`src/design/tcsg_pkg.sv`:
```
// shared types, constants and the cosine/sine table for the turtle segment generator
// no dependencies; every other design file but tcsg_fifo imports this package
`default_nettype none

package tcsg_pkg;

   // fixed field widths of the command and segment channels
   localparam int unsigned POS_W    = 32;
   localparam int unsigned AMOUNT_W = 10;
   localparam int unsigned ACTION_W = 3;
   localparam int unsigned COLOUR_W = 2;

   // heading bookkeeping
   localparam int unsigned FULL_TURN     = 360;
   localparam int unsigned QUARTER_TURN  = 90;
   localparam int unsigned HEADING_W     = 9;
   localparam int unsigned HEADING_RESET = 90;
   localparam int unsigned ANGLE_W       = 7;
   localparam int unsigned Q30_FRAC      = 30;
   localparam int unsigned ROM_W         = 32;

   typedef enum logic [ACTION_W-1:0] {
      ACT_FORWARD   = 3'd0,
      ACT_RIGHT     = 3'd1,
      ACT_LEFT      = 3'd2,
      ACT_PEN_UP    = 3'd3,
      ACT_PEN_DOWN  = 3'd4,
      ACT_COLOUR    = 3'd5,
      ACT_ORIGIN    = 3'd6
   } action_type;

   typedef struct packed {
      logic [ACTION_W-1:0] action;
      logic [AMOUNT_W-1:0] amount;
   } req_type;

   typedef struct packed {
      logic signed [POS_W-1:0] start_x;
      logic signed [POS_W-1:0] start_y;
      logic signed [POS_W-1:0] end_x;
      logic signed [POS_W-1:0] end_y;
      logic                    pen_lifted;
      logic [COLOUR_W-1:0]     ink_colour;
   } rsp_type;

   // one move command as it leaves the front part
   typedef struct packed {
      logic                origin;
      logic [1:0]          quadrant;
      logic [ANGLE_W-1:0]  angle_rem;
      logic [AMOUNT_W-1:0] amount;
      logic                pen_lifted;
      logic [COLOUR_W-1:0] ink_colour;
   } move_type;

   typedef logic [QUARTER_TURN-1:0][ROM_W-1:0] rom_type;

   // taylor series for one angle of the first quadrant, q30, clamped at zero
   function automatic logic [ROM_W-1:0] taylor_q30(input int unsigned r, input bit want_cos);
      logic [63:0] x;
      logic [63:0] x2;
      logic [63:0] ts;
      logic [63:0] tc;
      longint      ss;
      longint      sc;
      longint      v;
      x  = (64'(r) * 64'd3373259426 + 64'd90) / 64'd180;
      x2 = (x * x) >> 30;
      ts = x;
      ss = longint'(x);
      tc = 64'd1 << 30;
      sc = longint'(tc);
      ts = ((ts * x2) >> 30) / 64'd6;    ss = ss - longint'(ts);
      tc = ((tc * x2) >> 30) / 64'd2;    sc = sc - longint'(tc);
      ts = ((ts * x2) >> 30) / 64'd20;   ss = ss + longint'(ts);
      tc = ((tc * x2) >> 30) / 64'd12;   sc = sc + longint'(tc);
      ts = ((ts * x2) >> 30) / 64'd42;   ss = ss - longint'(ts);
      tc = ((tc * x2) >> 30) / 64'd30;   sc = sc - longint'(tc);
      ts = ((ts * x2) >> 30) / 64'd72;   ss = ss + longint'(ts);
      tc = ((tc * x2) >> 30) / 64'd56;   sc = sc + longint'(tc);
      ts = ((ts * x2) >> 30) / 64'd110;  ss = ss - longint'(ts);
      tc = ((tc * x2) >> 30) / 64'd90;   sc = sc - longint'(tc);
      ts = ((ts * x2) >> 30) / 64'd156;  ss = ss + longint'(ts);
      tc = ((tc * x2) >> 30) / 64'd132;  sc = sc + longint'(tc);
      ts = ((ts * x2) >> 30) / 64'd210;  ss = ss - longint'(ts);
      tc = ((tc * x2) >> 30) / 64'd182;  sc = sc - longint'(tc);
      v = want_cos ? sc : ss;
      if (v < 0) begin
         v = 0;
      end
      return ROM_W'(v);
   endfunction

   function automatic rom_type build_rom(input bit want_cos);
      rom_type rom;
      for (int unsigned r = 0; r < QUARTER_TURN; r++) begin
         rom[r] = taylor_q30(r, want_cos);
      end
      return rom;
   endfunction

   // first-quadrant unit vector in q30, evaluated at elaboration
   localparam rom_type COS_ROM = build_rom(1'b1);
   localparam rom_type SIN_ROM = build_rom(1'b0);

endpackage

`default_nettype wire

```
`src/design/tcsg_fifo.sv`:
```
// small first-in first-out queue held in flip-flops, show-ahead read
// no package dependency; used between the front and back parts and at the output
`default_nettype none

module tcsg_fifo #(
   parameter int WIDTH = 8,
   parameter int DEPTH = 4
) (
   input  logic             clock,
   input  logic             reset,
   input  logic             push,
   output logic             full,
   input  logic [WIDTH-1:0] wr_data,
   input  logic             pop,
   output logic             empty,
   output logic [WIDTH-1:0] rd_data
);

   localparam int PTR_W = (DEPTH > 1) ? $clog2(DEPTH) : 1;
   localparam int CNT_W = $clog2(DEPTH + 1);
   localparam logic [PTR_W-1:0] LAST_PTR = PTR_W'(DEPTH - 1);
   localparam logic [CNT_W-1:0] FULL_CNT = CNT_W'(DEPTH);

   logic [WIDTH-1:0] mem_ff [DEPTH];
   logic [PTR_W-1:0] wr_ptr_ff, wr_ptr_in;
   logic [PTR_W-1:0] rd_ptr_ff, rd_ptr_in;
   logic [CNT_W-1:0] count_ff, count_in;
   logic             do_push;
   logic             do_pop;

   assign full    = (count_ff == FULL_CNT);
   assign empty   = (count_ff == '0);
   assign do_push = push && !full;
   assign do_pop  = pop && !empty;
   assign rd_data = mem_ff[rd_ptr_ff];

   always_comb begin
      wr_ptr_in = wr_ptr_ff;
      rd_ptr_in = rd_ptr_ff;
      count_in  = count_ff;
      if (do_push) begin
         wr_ptr_in = (wr_ptr_ff == LAST_PTR) ? '0 : wr_ptr_ff + 1'b1;
      end
      if (do_pop) begin
         rd_ptr_in = (rd_ptr_ff == LAST_PTR) ? '0 : rd_ptr_ff + 1'b1;
      end
      if (do_push && !do_pop) begin
         count_in = count_ff + 1'b1;
      end else if (do_pop && !do_push) begin
         count_in = count_ff - 1'b1;
      end
   end

   always_ff @(posedge clock) begin
      if (reset) begin
         wr_ptr_ff <= '0;
         rd_ptr_ff <= '0;
         count_ff  <= '0;
      end else begin
         wr_ptr_ff <= wr_ptr_in;
         rd_ptr_ff <= rd_ptr_in;
         count_ff  <= count_in;
      end
   end

   always_ff @(posedge clock) begin
      if (do_push) begin
         mem_ff[wr_ptr_ff] <= wr_data;
      end
   end

endmodule

`default_nettype wire

```
`src/design/tcsg_front.sv`:
```
// front part: takes commands, keeps heading, pen and colour, forwards moves
// depends on tcsg_pkg
`default_nettype none

module tcsg_front (
   input  logic               clock,
   input  logic               reset,
   input  logic               req_push,
   output logic               req_full,
   input  tcsg_pkg::req_type  req_data,
   output logic               move_push,
   input  logic               move_full,
   output tcsg_pkg::move_type move_data
);

   import tcsg_pkg::*;

   localparam int QUOT_SH = AMOUNT_W + 9;
   localparam int QUOT_W  = AMOUNT_W - 8;
   localparam int PROD_W  = 2 * AMOUNT_W + 1;
   localparam logic [AMOUNT_W:0]    RECIP     = (AMOUNT_W+1)'((64'd1 << QUOT_SH) / FULL_TURN);
   localparam logic [AMOUNT_W-1:0]  TURN_AMT  = AMOUNT_W'(FULL_TURN);
   localparam logic [HEADING_W:0]   TURN_WIDE = (HEADING_W+1)'(FULL_TURN);
   localparam logic [HEADING_W-1:0] Q1_DEG    = HEADING_W'(QUARTER_TURN);
   localparam logic [HEADING_W-1:0] Q2_DEG    = HEADING_W'(2 * QUARTER_TURN);
   localparam logic [HEADING_W-1:0] Q3_DEG    = HEADING_W'(3 * QUARTER_TURN);
   localparam logic [AMOUNT_W-1:0]  MAX_INK   = AMOUNT_W'((1 << COLOUR_W) - 1);

   // input register
   logic                  s0_valid_ff;
   logic [ACTION_W-1:0]   s0_action_ff;
   logic [AMOUNT_W-1:0]   s0_amount_ff;
   logic [HEADING_W-1:0]  s0_turn_ff;

   // turtle state
   logic [HEADING_W-1:0]  heading_ff, heading_in;
   logic                  pen_up_ff, pen_up_in;
   logic [COLOUR_W-1:0]   colour_ff, colour_in;

   logic [PROD_W-1:0]     quot_prod;
   logic [QUOT_W-1:0]     quot_est;
   logic [AMOUNT_W-1:0]   rem_raw;
   logic [HEADING_W-1:0]  turn_mod;
   logic                  is_move;
   logic                  s0_blocked;
   logic                  s0_fire;
   logic [HEADING_W:0]    left_sum;
   logic [HEADING_W:0]    right_sum;
   logic [1:0]            quadrant;
   logic [HEADING_W-1:0]  rem_deg;

   // amount mod 360 by reciprocal multiply, estimate is at most one low
   assign quot_prod = PROD_W'(req_data.amount) * PROD_W'(RECIP);
   assign quot_est  = quot_prod[PROD_W-1:QUOT_SH];
   assign rem_raw   = req_data.amount - AMOUNT_W'(quot_est) * TURN_AMT;
   assign turn_mod  = HEADING_W'((rem_raw >= TURN_AMT) ? rem_raw - TURN_AMT : rem_raw);

   assign is_move    = (s0_action_ff == ACT_FORWARD) || (s0_action_ff == ACT_ORIGIN);
   assign s0_blocked = s0_valid_ff && is_move && move_full;
   assign s0_fire    = s0_valid_ff && !s0_blocked;
   assign req_full   = s0_blocked;

   assign left_sum  = {1'b0, heading_ff} + {1'b0, s0_turn_ff};
   assign right_sum = {1'b0, heading_ff} + TURN_WIDE - {1'b0, s0_turn_ff};

   // heading split into quadrant and angle within it
   always_comb begin
      if (heading_ff >= Q3_DEG) begin
         quadrant = 2'd3;
         rem_deg  = heading_ff - Q3_DEG;
      end else if (heading_ff >= Q2_DEG) begin
         quadrant = 2'd2;
         rem_deg  = heading_ff - Q2_DEG;
      end else if (heading_ff >= Q1_DEG) begin
         quadrant = 2'd1;
         rem_deg  = heading_ff - Q1_DEG;
      end else begin
         quadrant = 2'd0;
         rem_deg  = heading_ff;
      end
   end

   always_comb begin
      heading_in = heading_ff;
      pen_up_in  = pen_up_ff;
      colour_in  = colour_ff;
      unique case (action_type'(s0_action_ff))
         ACT_RIGHT: begin
            heading_in = HEADING_W'((right_sum >= TURN_WIDE) ? right_sum - TURN_WIDE : right_sum);
         end
         ACT_LEFT: begin
            heading_in = HEADING_W'((left_sum >= TURN_WIDE) ? left_sum - TURN_WIDE : left_sum);
         end
         ACT_PEN_UP: begin
            pen_up_in = 1'b1;
         end
         ACT_PEN_DOWN: begin
            pen_up_in = 1'b0;
         end
         ACT_COLOUR: begin
            if (s0_amount_ff <= MAX_INK) begin
               colour_in = COLOUR_W'(s0_amount_ff);
            end
         end
         default: begin
            // moves and the unused code leave this state alone
         end
      endcase
   end

   assign move_push            = s0_valid_ff && is_move && !move_full;
   assign move_data.origin     = (s0_action_ff == ACT_ORIGIN);
   assign move_data.quadrant   = quadrant;
   assign move_data.angle_rem  = ANGLE_W'(rem_deg);
   assign move_data.amount     = s0_amount_ff;
   assign move_data.pen_lifted = pen_up_ff;
   assign move_data.ink_colour = colour_ff;

   always_ff @(posedge clock) begin
      if (reset) begin
         s0_valid_ff <= 1'b0;
         heading_ff  <= HEADING_W'(HEADING_RESET);
         pen_up_ff   <= 1'b0;
         colour_ff   <= '0;
      end else begin
         if (!s0_blocked) begin
            s0_valid_ff <= req_push;
         end
         if (s0_fire) begin
            heading_ff <= heading_in;
            pen_up_ff  <= pen_up_in;
            colour_ff  <= colour_in;
         end
      end
   end

   always_ff @(posedge clock) begin
      if (!s0_blocked) begin
         s0_action_ff <= req_data.action;
         s0_amount_ff <= req_data.amount;
         s0_turn_ff   <= turn_mod;
      end
   end

endmodule

`default_nettype wire

```
`src/design/tcsg_back.sv`:
```
// back part: unit vector lookup, scaling by distance, saturating position update
// depends on tcsg_pkg (table and types)
`default_nettype none

module tcsg_back #(
   parameter int FRAC_BITS = 16
) (
   input  logic               clock,
   input  logic               reset,
   output logic               move_pop,
   input  logic               move_empty,
   input  tcsg_pkg::move_type move_data,
   output logic               seg_push,
   input  logic               seg_full,
   output tcsg_pkg::rsp_type  seg_data
);

   import tcsg_pkg::*;

   localparam int RND_SH = Q30_FRAC - FRAC_BITS;
   localparam int MAG_W  = FRAC_BITS + 1;
   localparam int UNIT_W = FRAC_BITS + 2;
   localparam int PROD_W = AMOUNT_W + 1 + UNIT_W;
   localparam int SUM_W  = ((POS_W > PROD_W) ? POS_W : PROD_W) + 1;
   localparam logic [ROM_W:0] RND_HALF = (ROM_W+1)'(1) << (RND_SH - 1);

   logic                       adv;

   // stage a: unit vector
   logic                       a_valid_ff;
   logic signed [UNIT_W-1:0]   a_cos_ff;
   logic signed [UNIT_W-1:0]   a_sin_ff;
   logic [AMOUNT_W-1:0]        a_amount_ff;
   logic                       a_origin_ff;
   logic                       a_pen_ff;
   logic [COLOUR_W-1:0]        a_colour_ff;

   // stage b: scaled step
   logic                       b_valid_ff;
   logic signed [PROD_W-1:0]   b_dx_ff;
   logic signed [PROD_W-1:0]   b_dy_ff;
   logic                       b_origin_ff;
   logic                       b_pen_ff;
   logic [COLOUR_W-1:0]        b_colour_ff;

   logic signed [POS_W-1:0]    pos_x_ff, pos_x_in;
   logic signed [POS_W-1:0]    pos_y_ff, pos_y_in;

   logic [ROM_W:0]             cos_rnd;
   logic [ROM_W:0]             sin_rnd;
   logic signed [UNIT_W-1:0]   c_pos;
   logic signed [UNIT_W-1:0]   s_pos;
   logic signed [UNIT_W-1:0]   unit_cos;
   logic signed [UNIT_W-1:0]   unit_sin;
   logic signed [PROD_W-1:0]   amount_s;
   logic signed [SUM_W-1:0]    sum_x;
   logic signed [SUM_W-1:0]    sum_y;

   function automatic logic [POS_W-1:0] sat_pos(input logic signed [SUM_W-1:0] v);
      logic fits;
      fits = (v[SUM_W-1:POS_W-1] == {(SUM_W-POS_W+1){v[SUM_W-1]}});
      if (fits) begin
         return v[POS_W-1:0];
      end else if (v[SUM_W-1]) begin
         return {1'b1, {(POS_W-1){1'b0}}};
      end
      return {1'b0, {(POS_W-1){1'b1}}};
   endfunction

   // the whole back pipe moves together unless the last stage cannot deliver
   assign adv      = !(b_valid_ff && seg_full);
   assign move_pop = adv && !move_empty;

   // round the q30 table value half up
   assign cos_rnd = {1'b0, COS_ROM[move_data.angle_rem]} + RND_HALF;
   assign sin_rnd = {1'b0, SIN_ROM[move_data.angle_rem]} + RND_HALF;
   assign c_pos   = signed'({1'b0, cos_rnd[RND_SH +: MAG_W]});
   assign s_pos   = signed'({1'b0, sin_rnd[RND_SH +: MAG_W]});

   always_comb begin
      unique case (move_data.quadrant)
         2'd0: begin
            unit_cos = c_pos;
            unit_sin = s_pos;
         end
         2'd1: begin
            unit_cos = -s_pos;
            unit_sin = c_pos;
         end
         2'd2: begin
            unit_cos = -c_pos;
            unit_sin = -s_pos;
         end
         default: begin
            unit_cos = s_pos;
            unit_sin = -c_pos;
         end
      endcase
   end

   assign amount_s = PROD_W'(signed'({1'b0, a_amount_ff}));
   assign sum_x    = SUM_W'(pos_x_ff) + SUM_W'(b_dx_ff);
   assign sum_y    = SUM_W'(pos_y_ff) + SUM_W'(b_dy_ff);

   assign seg_push            = b_valid_ff && !seg_full;
   assign seg_data.start_x    = pos_x_ff;
   assign seg_data.start_y    = pos_y_ff;
   assign seg_data.end_x      = pos_x_in;
   assign seg_data.end_y      = pos_y_in;
   assign seg_data.pen_lifted = b_pen_ff;
   assign seg_data.ink_colour = b_colour_ff;

   assign pos_x_in = b_origin_ff ? '0 : signed'(sat_pos(sum_x));
   assign pos_y_in = b_origin_ff ? '0 : signed'(sat_pos(sum_y));

   always_ff @(posedge clock) begin
      if (reset) begin
         a_valid_ff <= 1'b0;
         b_valid_ff <= 1'b0;
         pos_x_ff   <= '0;
         pos_y_ff   <= '0;
      end else begin
         if (adv) begin
            a_valid_ff <= move_pop;
            b_valid_ff <= a_valid_ff;
         end
         if (seg_push) begin
            pos_x_ff <= pos_x_in;
            pos_y_ff <= pos_y_in;
         end
      end
   end

   always_ff @(posedge clock) begin
      if (adv) begin
         a_cos_ff    <= unit_cos;
         a_sin_ff    <= unit_sin;
         a_amount_ff <= move_data.amount;
         a_origin_ff <= move_data.origin;
         a_pen_ff    <= move_data.pen_lifted;
         a_colour_ff <= move_data.ink_colour;
         b_dx_ff     <= amount_s * PROD_W'(a_cos_ff);
         b_dy_ff     <= amount_s * PROD_W'(a_sin_ff);
         b_origin_ff <= a_origin_ff;
         b_pen_ff    <= a_pen_ff;
         b_colour_ff <= a_colour_ff;
      end
   end

endmodule

`default_nettype wire

```
`src/design/turtle_command_segment_generator.sv`:
```
// top level of the turtle command segment generator
// depends on tcsg_pkg, tcsg_fifo, tcsg_front and tcsg_back
`default_nettype none

// Turtle command interpreter. Each command transfer on the req_ side is one of
// forward, turn right, turn left, pen up, pen down, colour or origin; forward
// and origin each produce one segment transfer on the rsp_ side with start and
// end points (two's complement, FRAC_BITS fraction bits), the pen state and the
// ink colour, all other commands produce nothing. The heading starts at 90
// degrees (+y), turns wrap modulo 360 for any amount, positions saturate at the
// signed 32-bit range, colour indexes above 3 are ignored and origin keeps the
// heading. The block takes one command per clock cycle and gives one segment
// per cycle while no queue is full; a segment reaches the rsp_ side through
// the input register and state update, the move queue, the table lookup stage,
// the multiply stage, then the position adder that writes the output queue.
// Both sides behave as queues: a full output queue stalls the back part, a
// full move queue stalls the input, and heading/pen/colour commands never
// stall the input themselves, though they wait behind a move that is held at
// the input register.

module turtle_command_segment_generator #(
   parameter int FRAC_BITS = 16
) (
   input  logic              clock,
   input  logic              reset,
   // command channel
   input  logic              req_push,
   output logic              req_full,
   input  tcsg_pkg::req_type req_data,
   // segment channel
   output logic              rsp_empty,
   input  logic              rsp_pop,
   output tcsg_pkg::rsp_type rsp_data
);

   import tcsg_pkg::*;

   localparam int MOVE_DEPTH = 4;
   localparam int SEG_DEPTH  = 4;
   localparam int MOVE_W     = $bits(move_type);
   localparam int SEG_W      = $bits(rsp_type);

   // front to move queue
   logic               move_push;
   logic               move_full;
   move_type           move_wr;
   // move queue to back
   logic               move_pop;
   logic               move_empty;
   logic [MOVE_W-1:0]  move_rd_bits;
   move_type           move_rd;
   // back to output queue
   logic               seg_push;
   logic               seg_full;
   rsp_type            seg_wr;
   logic [SEG_W-1:0]   seg_rd_bits;

   // classify commands, keep heading/pen/colour, pass moves on
   tcsg_front u_front (
      .clock     (clock),
      .reset     (reset),
      .req_push  (req_push),
      .req_full  (req_full),
      .req_data  (req_data),
      .move_push (move_push),
      .move_full (move_full),
      .move_data (move_wr)
   );

   // decouples the front from stalls of the position pipe
   tcsg_fifo #(
      .WIDTH (MOVE_W),
      .DEPTH (MOVE_DEPTH)
   ) u_move_q (
      .clock   (clock),
      .reset   (reset),
      .push    (move_push),
      .full    (move_full),
      .wr_data (move_wr),
      .pop     (move_pop),
      .empty   (move_empty),
      .rd_data (move_rd_bits)
   );

   assign move_rd = move_rd_bits;

   // unit vector, scaling and saturating position update
   tcsg_back #(
      .FRAC_BITS (FRAC_BITS)
   ) u_back (
      .clock      (clock),
      .reset      (reset),
      .move_pop   (move_pop),
      .move_empty (move_empty),
      .move_data  (move_rd),
      .seg_push   (seg_push),
      .seg_full   (seg_full),
      .seg_data   (seg_wr)
   );

   // finished segments wait here for the consumer
   tcsg_fifo #(
      .WIDTH (SEG_W),
      .DEPTH (SEG_DEPTH)
   ) u_seg_q (
      .clock   (clock),
      .reset   (reset),
      .push    (seg_push),
      .full    (seg_full),
      .wr_data (seg_wr),
      .pop     (rsp_pop),
      .empty   (rsp_empty),
      .rd_data (seg_rd_bits)
   );

   assign rsp_data = seg_rd_bits;

endmodule

`default_nettype wire

```
`config.mk`:
```
export PLATFORM = sky130hd
export DESIGN_NAME = turtle_command_segment_generator
export DESIGN_NICKNAME = d
export VERILOG_FILES = /design/src/design/tcsg_pkg.sv /design/src/design/tcsg_fifo.sv /design/src/design/tcsg_front.sv /design/src/design/tcsg_back.sv /design/src/design/turtle_command_segment_generator.sv
export SDC_FILE = /design/constraint.sdc
export NUM_CORES = 2
export LEC_CHECK = 0
export BUFFER_PORTS_ARGS = -buffer_cell sky130_fd_sc_hd__clkbuf_2
export CORE_MARGIN = 2
export CORE_UTILIZATION = 30
export CTS_CLUSTER_DIAMETER = 30
export DETAILED_ROUTE_END_ITERATION = 16
export GPL_TIMING_DRIVEN = 0
export RECOVER_POWER = 100
export SETUP_SLACK_MARGIN = 0.1
export SLEW_MARGIN = 20
export SYNTH_ARGS = -nofsm -noshare
export SYNTH_HDL_FRONTEND = slang
export SYNTH_SLANG_ARGS = --single-unit
export TNS_END_PERCENT = 30
```
`constraint.sdc`:
```
create_clock -name clock -period 9.1 [get_ports clock]
set_clock_uncertainty 0.2 [all_clocks]
set_input_delay 1.82 -clock clock [delete_from_list [all_inputs] [get_ports clock]]
set_output_delay 1.82 -clock clock [all_outputs]
set_load 0.005 [all_outputs]
```
# Word level (Yosys, flattened, before mapping)
# Memory sizes are Yosys's and may differ from the RTL's. A register that Yosys moved wholly into a read port is not among the register bits.
# Cells that the tools add are included.
# Widths: inputs -> output; s select.
[totals]
input_bits = 17
memories = 4
reg_bits = 227
latch_bits = 0
ramBits = 616
wordCells = 164
output_inout_bits = 133
mem_bits_ro = 8192
[classes]
shifts = 0
mul = 4
reduce_logical = 37
muxes = 43
n_lt_le_gt_ge = 8
eq_ne = 16
n_div = 0
bitwise = 0
addsub = 24
[mem_list]
columns = ["name", "words", "word_bits", "rd", "rd_clocked_by_memory_dff", "write_ports", "line", "rtl"]
rows = [
  ["(name not given)", 128, 32, 1, 0, 0, "tcsg_back.sv:76", "assign sin_rnd = {1'b0, SIN_ROM[move_data.angle_rem]} + RND_HALF;"],
  ["(name not given)", 128, 32, 1, 0, 0, "tcsg_back.sv:75", "assign cos_rnd = {1'b0, COS_ROM[move_data.angle_rem]} + RND_HALF;"],
  ["u_seg_q.mem_ff", 4, 131, 1, 1, 1, "tcsg_fifo.sv:24", "logic [WIDTH-1:0] mem_ff [DEPTH];"],
  ["u_move_q.mem_ff", 4, 23, 1, 1, 1, "tcsg_fifo.sv:24", ""],
]
[op_table]
columns = ["op", "n"]
rows = [
  ["$mux 32", 8],
  ["$pmux 18 s3", 2],
  ["$add 32x29->33", 2],
  ["$add 31x14->31 const B", 2],
  ["$mux 31", 2],
  ["$mul 11x18->29", 2],
  ["$neg 17->18", 2],
  ["$ge 10x9->1 const B", 3],
  ["$mux 9", 3],
  ["$sub 9x9->9 const B", 3],
  ["$mux 7", 3],
  ["$mux 2", 10],
  ["$pmux 9 s2", 1],
  ["$mul 10x7->17 const B", 1],
  ["$eq 3x3->1 const B", 5],
  ["$logic_and 1x1->1", 15],
  ["$mux 3", 4],
  ["$add 9x9->10", 1],
  ["$add 9x9->10 const B", 1],
  ["$eq 2x2->1 const B", 5],
  ["$le 10x2->1 const B", 1],
  ["$logic_not 1->1", 10],
  ["$sub 10x10->10", 1],
  ["$sub 10x9->10", 1],
  ["other kinds (23)", 44],
]

# Depth between registers and ports, before layout
[depth]
depth_word = 9
ltp_mapped = 30
mapped_depth_nobuf = 26

# By module
# Synthesis repeated with hierarchy kept, for this count alone.
[hier_totals]
cells_unflattened = 4918
hier_area_um2 = 56935.9
[by_module_without_submodules]
columns = ["mod", "area_each_um2", "cells_per_inst", "n_inst", "seq_area_each_um2"]
rows = [
  ["tcsg_back", 29361.9, 3510, 1, 4684.5],
  ["tcsg_fifo at u_seg_q", 19379.8, 735, 1, 15915.3],
  ["tcsg_front", 4390.5, 503, 1, 830.8],
  ["tcsg_fifo at u_move_q", 3803.6, 170, 1, 2942.8],
]

# Least setup slack after synthesis
# No wires, ideal clock.
[synth_path]
path_type = "input -> register"
start = "input port req_data[4] in the netlist's numbering"
end = "register u_front.s0_turn_ff[5] (data pin)"
setup_slack_ps = 1484
path_stages = 25
arrival_time_ps = 7152
required_ps = 8636
setup_time_ps = 264
path_buffers = 0
path_cell_list = "ha_1 -> inv_1 -> fa_1 -> inv_1 -> fa_1 -> inv_1 -> fa_1 -> inv_1 -> ha_1 -> a21o_1 -> a211oi_1 -> o21a_1 -> o21ai_0 -> a21oi_1 -> xor2_1 -> inv_1 -> ha_1 -> ha_1 -> a2111o_1 -> nand3_1 -> xor2_1 -> o21ai_0 -> a21oi_1 -> nor2_1 -> xnor2_1"
[synth_via]
elab_chain_cells = 5
word_cells_on_any_way = 6
classes_between = "add/sub: 2; mul: 2; order compare: 1; mux: 1"
[synth_lines]
columns = ["element", "line", "rtl"]
rows = [
  ["from (decl)", "turtle_command_segment_generator.sv:29", "input tcsg_pkg::req_type req_data,"],
  ["$mul 10x7->17", "tcsg_front.sv:53", "assign quot_prod = PROD_W'(req_data.amount) * PROD_W'(RECIP);"],
  ["$mul 2x6->7", "tcsg_front.sv:55", "assign rem_raw = req_data.amount - AMOUNT_W'(quot_est) * TURN_AMT;"],
  ["$sub 10x10->10 (*)", "tcsg_front.sv:55", ""],
  ["$sub 9x9->9 / $ge 10x9->1 (equally long branches)", "tcsg_front.sv:56", "assign turn_mod = HEADING_W'((rem_raw >= TURN_AMT) ? rem_raw - TURN_AMT : rem_raw);"],
  ["$mux 9 (*)", "tcsg_front.sv:56", ""],
  ["net u_front.turn_mod[5]", "tcsg_front.sv:43", "logic [HEADING_W-1:0] turn_mod;"],
  ["to (signal assigned)", "tcsg_front.sv:141", "s0_turn_ff <= turn_mod;"],
  ["to (decl)", "tcsg_front.sv:33", "logic [HEADING_W-1:0] s0_turn_ff;"],
]
# Mark *: on every way through the listed nets, which the timed path passes. The rest lies on a longest branch.
# A chain may end at the register's enable or synchronous reset.

==> flow_metrics.py <==
metrics = {
    "setup_path": {
        "path_max_fanout": 10,
        "worst-r2r-cell-count": 20,
        "timing.rr.end": "u_back.a_cos_ff[13]$_DFFE_PN_",
        "critPathCapture": "u_back.a_cos_ff[13]$_DFFE_PN_",
        "cp-end-kind": "register",
        "critPathLaunchType": "register",
        "critPathKind": "reg -> reg",
        "r2r_slack_ps": 510,
        "arrival_ps": 8890,
        "worstPathRequired_ps": 9400,
    },
    "route": {
        "drt_pre_antenna_iters": 6,
        "drc": 0,
        "viasPerCell": 5.05,
        "wl_per_cell_um": 21.2,
        "vias": 39012,
        "drtAntennaViolNets": 0,
        "drt_iter0_drc": 3195,
        "routed_wl_um": 163000,
    },
    "cells_and_area": {
        "final_nets": 5776,
        "area_growth_pct": 17.3,
        "drive_gt1_frac": 0.119,
    },
    "clocking": {
        "h-tree-depth": 4,
        "cts_setup_buffers": 0,
        "cts_root_buf": "clkbuf_16",
        "clk_latency_ps": 810,
        "clock_path_buffers": 3,
        "cts_hold_buf": 0,
        "numCtsBuffers": 163,
        "cts_sinks": 844,
        "clk_pin_slew_ps": 50,
        "tritoncts": "done",
    },
    "yosys": {
        "ys_types": 110,
        "syn_inst": 4771,
        "ys_ff_latch": 844,
        "synth_edf_count": 747,
        "yosysSeqAreaShare": 0.436,
        "syn_avg_cell_area_sq_um": 11.7,
        "yosysWarnings": 0,
        "synth.cell_area_sq_um": 56000,
        "synth_top_flop_cell": "edfxtp_1",
        "synth_nets": 5446,
        "synth-async-reset-ratio": 0,
    },
    "timing": {
        "fin_tns_setup_ps": 0,
        "finalHoldViolCount": 0,
        "period_needed_ps": 8590,
        "finalMaxSlewViolations": 698,
        "relSlewSlack": -0.931,
        "post-route-period-util": 0.944,
        "rsz0062_at_grt": "false",
        "worst_slew_pin_slew_ps": 2900,
        "clock.fmax_ghz": 0.116,
        "setup_violations": 0,
    },
    "placed_design": {
        "place_congestion": 1.01,
        "io_buffer_count": 149,
        "dp_hpwl_um": 122000,
    },
    "floorplan": {
        "dieArea_sq_um": 190000,
        "die_h_um": 436,
        "initial_core_util": 0.302,
        "die_x_um": 436,
        "fp-row-count": 158,
        "ioPinCount": 150,
        "core_sq_um": 185000,
    },
    "worst_hold_path": {
        "min-delay-start": "u_back.a_origin_ff$_DFFE_PN_",
        "min_path_type": "reg -> reg",
    },
    "grt": {
        "grt_pass1_vias": 40185,
        "track_usage": 0.171,
        "grt_pass1_wl_um": 249000,
        "grt_max_degree": 51,
        "antenna_found_initial": 2,
        "overflow": 0,
    },
    "outcome": {
        "violations": "max-capacitance violations, max-slew violations",
        "status": "finished with violations",
    },
    "run": {
        "cap_viol_max_count": 20,
    },
}
==> Yosys cell counts, types with 24 or more instances <==
master / instances / area [sq um]
buf_1: 42 / 158
buf_2: 24 / 120
nor2_1: 306 / 1150
a21o_1: 47 / 353
inv_1: 470 / 1760
nor2b_1: 26 / 163
and3_1: 33 / 206
o211ai_1: 29 / 218
edfxtp_1: 747 / 22400
xor2_1: 60 / 526
nor3_1: 65 / 325
o21ai_0: 175 / 876
or3_1: 34 / 213
fa_1: 347 / 6950
and2_1: 250 / 1560
a21oi_1: 231 / 1160
xnor2_1: 164 / 1440
clkbuf_1: 155 / 582
nand2b_1: 58 / 363
mux2i_1: 49 / 490
a31oi_1: 25 / 156
dfxtp_1: 97 / 1940
a211oi_1: 40 / 300
nand3_1: 58 / 290
nand2_1: 360 / 1350
ha_1: 311 / 3890
mux4_2: 151 / 3400
==> flip-flops by register name, indices dropped and copies added, names as in the netlist, 7 cells and up, named ones only <==
| register | count |
|---|---|
| u_front.s0_amount_ff | 7 |
| u_back.a_sin_ff | 18 |
| u_back.pos_x_ff | 32 |
| u_back.b_dx_ff | 29 |
| u_back.a_amount_ff | 10 |
| u_back.a_cos_ff | 18 |
| u_seg_q.mem_ff | 524 |
| u_back.b_dy_ff | 29 |
| u_back.pos_y_ff | 32 |
| u_front.heading_ff | 9 |
| u_move_q.mem_ff | 92 |
| u_front.s0_turn_ff | 9 |
==> through the flow <==
step | instances | utilization | hold WS, ps | instance area, sq um | worst slack (ps)
CTS | 7723 | 0.356 | 225 | 66100 | 461
global route | 7723 | 0.354 | 238 | 65600 | 282
floorplan | 4771 | - | 200 | 56000 | 1480
finish | 7724 | 0.354 | 227 | 65700 | 511
detailed placement | 7416 | 0.325 | 215 | 60200 | 523
global placement | 7400 | 0.323 | 206 | 59800 | 390
==> cell families after synthesis <==
kind of cell / count (synthesis) / share of synthesized area
AO/OA/AOI/OAI: 815 / 0.0953
XOR/XNOR: 225 / 0.0353
adder cells (fa/ha/maj): 666 / 0.195
buffers and inverters: 717 / 0.0513
flip-flops: 844 / 0.436
multiplexers: 215 / 0.0729
AND/OR/NAND/NOR: 1289 / 0.115
==> worst min-delay path by stage <==
stage / endpoint / slack [ps] / cells after the start
final: u_back.b_origin_ff$_DFFE_PN_ / 230 / 0
after global routing: u_back.b_origin_ff$_DFFE_PN_ / 240 / 0
after CTS: u_back.b_origin_ff$_DFFE_PN_ / 230 / 0
after detailed placement: u_back.b_origin_ff$_DFFE_PN_ / 220 / 0
after global placement: u_back.b_origin_ff$_DFFE_PN_ / 210 / 0
after floorplan: u_back.b_colour_ff[0]$_DFFE_PN_ / 200 / 0
==> cells in the final DEF (no fill, tap or decap), types with 29 or more instances in the layout <==
master     instances
nand2_1          360
and2_1           234
clkbuf_2          68
ha_1             311
a21oi_1          231
xor2_1            60
a21o_1            47
xnor2_1          164
nor2_1           305
nand3_1           58
o21ai_0          178
nor3_1            65
inv_1            470
mux2i_1           49
fa_1             347
dfxtp_1           97
edfxtp_1         747
clkbuf_1         275
and3_1            33
a211oi_1          40
or3_1             34
nand2b_1          58
mux4_2           151
o211ai_1          29
clkbuf_16        164
==> layer usage <==
metal,track usage,share of wire
met1,0.224,0.43
met4,0.0662,0.037
met3,0.0292,0.057
met2,0.280,0.47
met5,0,0
==> what timing repair did <==
action / 4_1_cts / 5_1_grt
endpoints found under the hold margin: 0 / 0
endpoints found under the setup margin: 0 / 4
gates resized for setup: 0 / 8
==> final cells by class <==
cell class / instances / area (sq um)
clock inverter: 130 / 1670
antenna: 1 / 2.50
multi-input combinational: 3210 / 28700
inverter: 473 / 1780
tap: 2480 / 3100
timing repair buffer: 165 / 701
fill: 18311 / 120000
buffer: 244 / 1100
clock buffer: 177 / 4190
sequential: 844 / 24400
==> worst max-delay path: stages, from the launching register on <==
cell      delay (ps)
dfxtp_1          310
buf_4            230
mux4_2           710
clkbuf_1         370
inv_1            480
ha_1             460
inv_1            190
o21bai_1         810
a21oi_1           70
o311ai_0         890
o211ai_1         510
or3_1            460
clkbuf_1         190
nor4_1           610
nand2_1          140
xor2_1           320
or4b_1           460
clkbuf_1         170
mux2i_1          170
nor2_1            50
a221oi_1         450
Power is left out: the tool's default activity adds up to more than one toggle a clock period on the data nets, which glitch-free logic cannot reach.
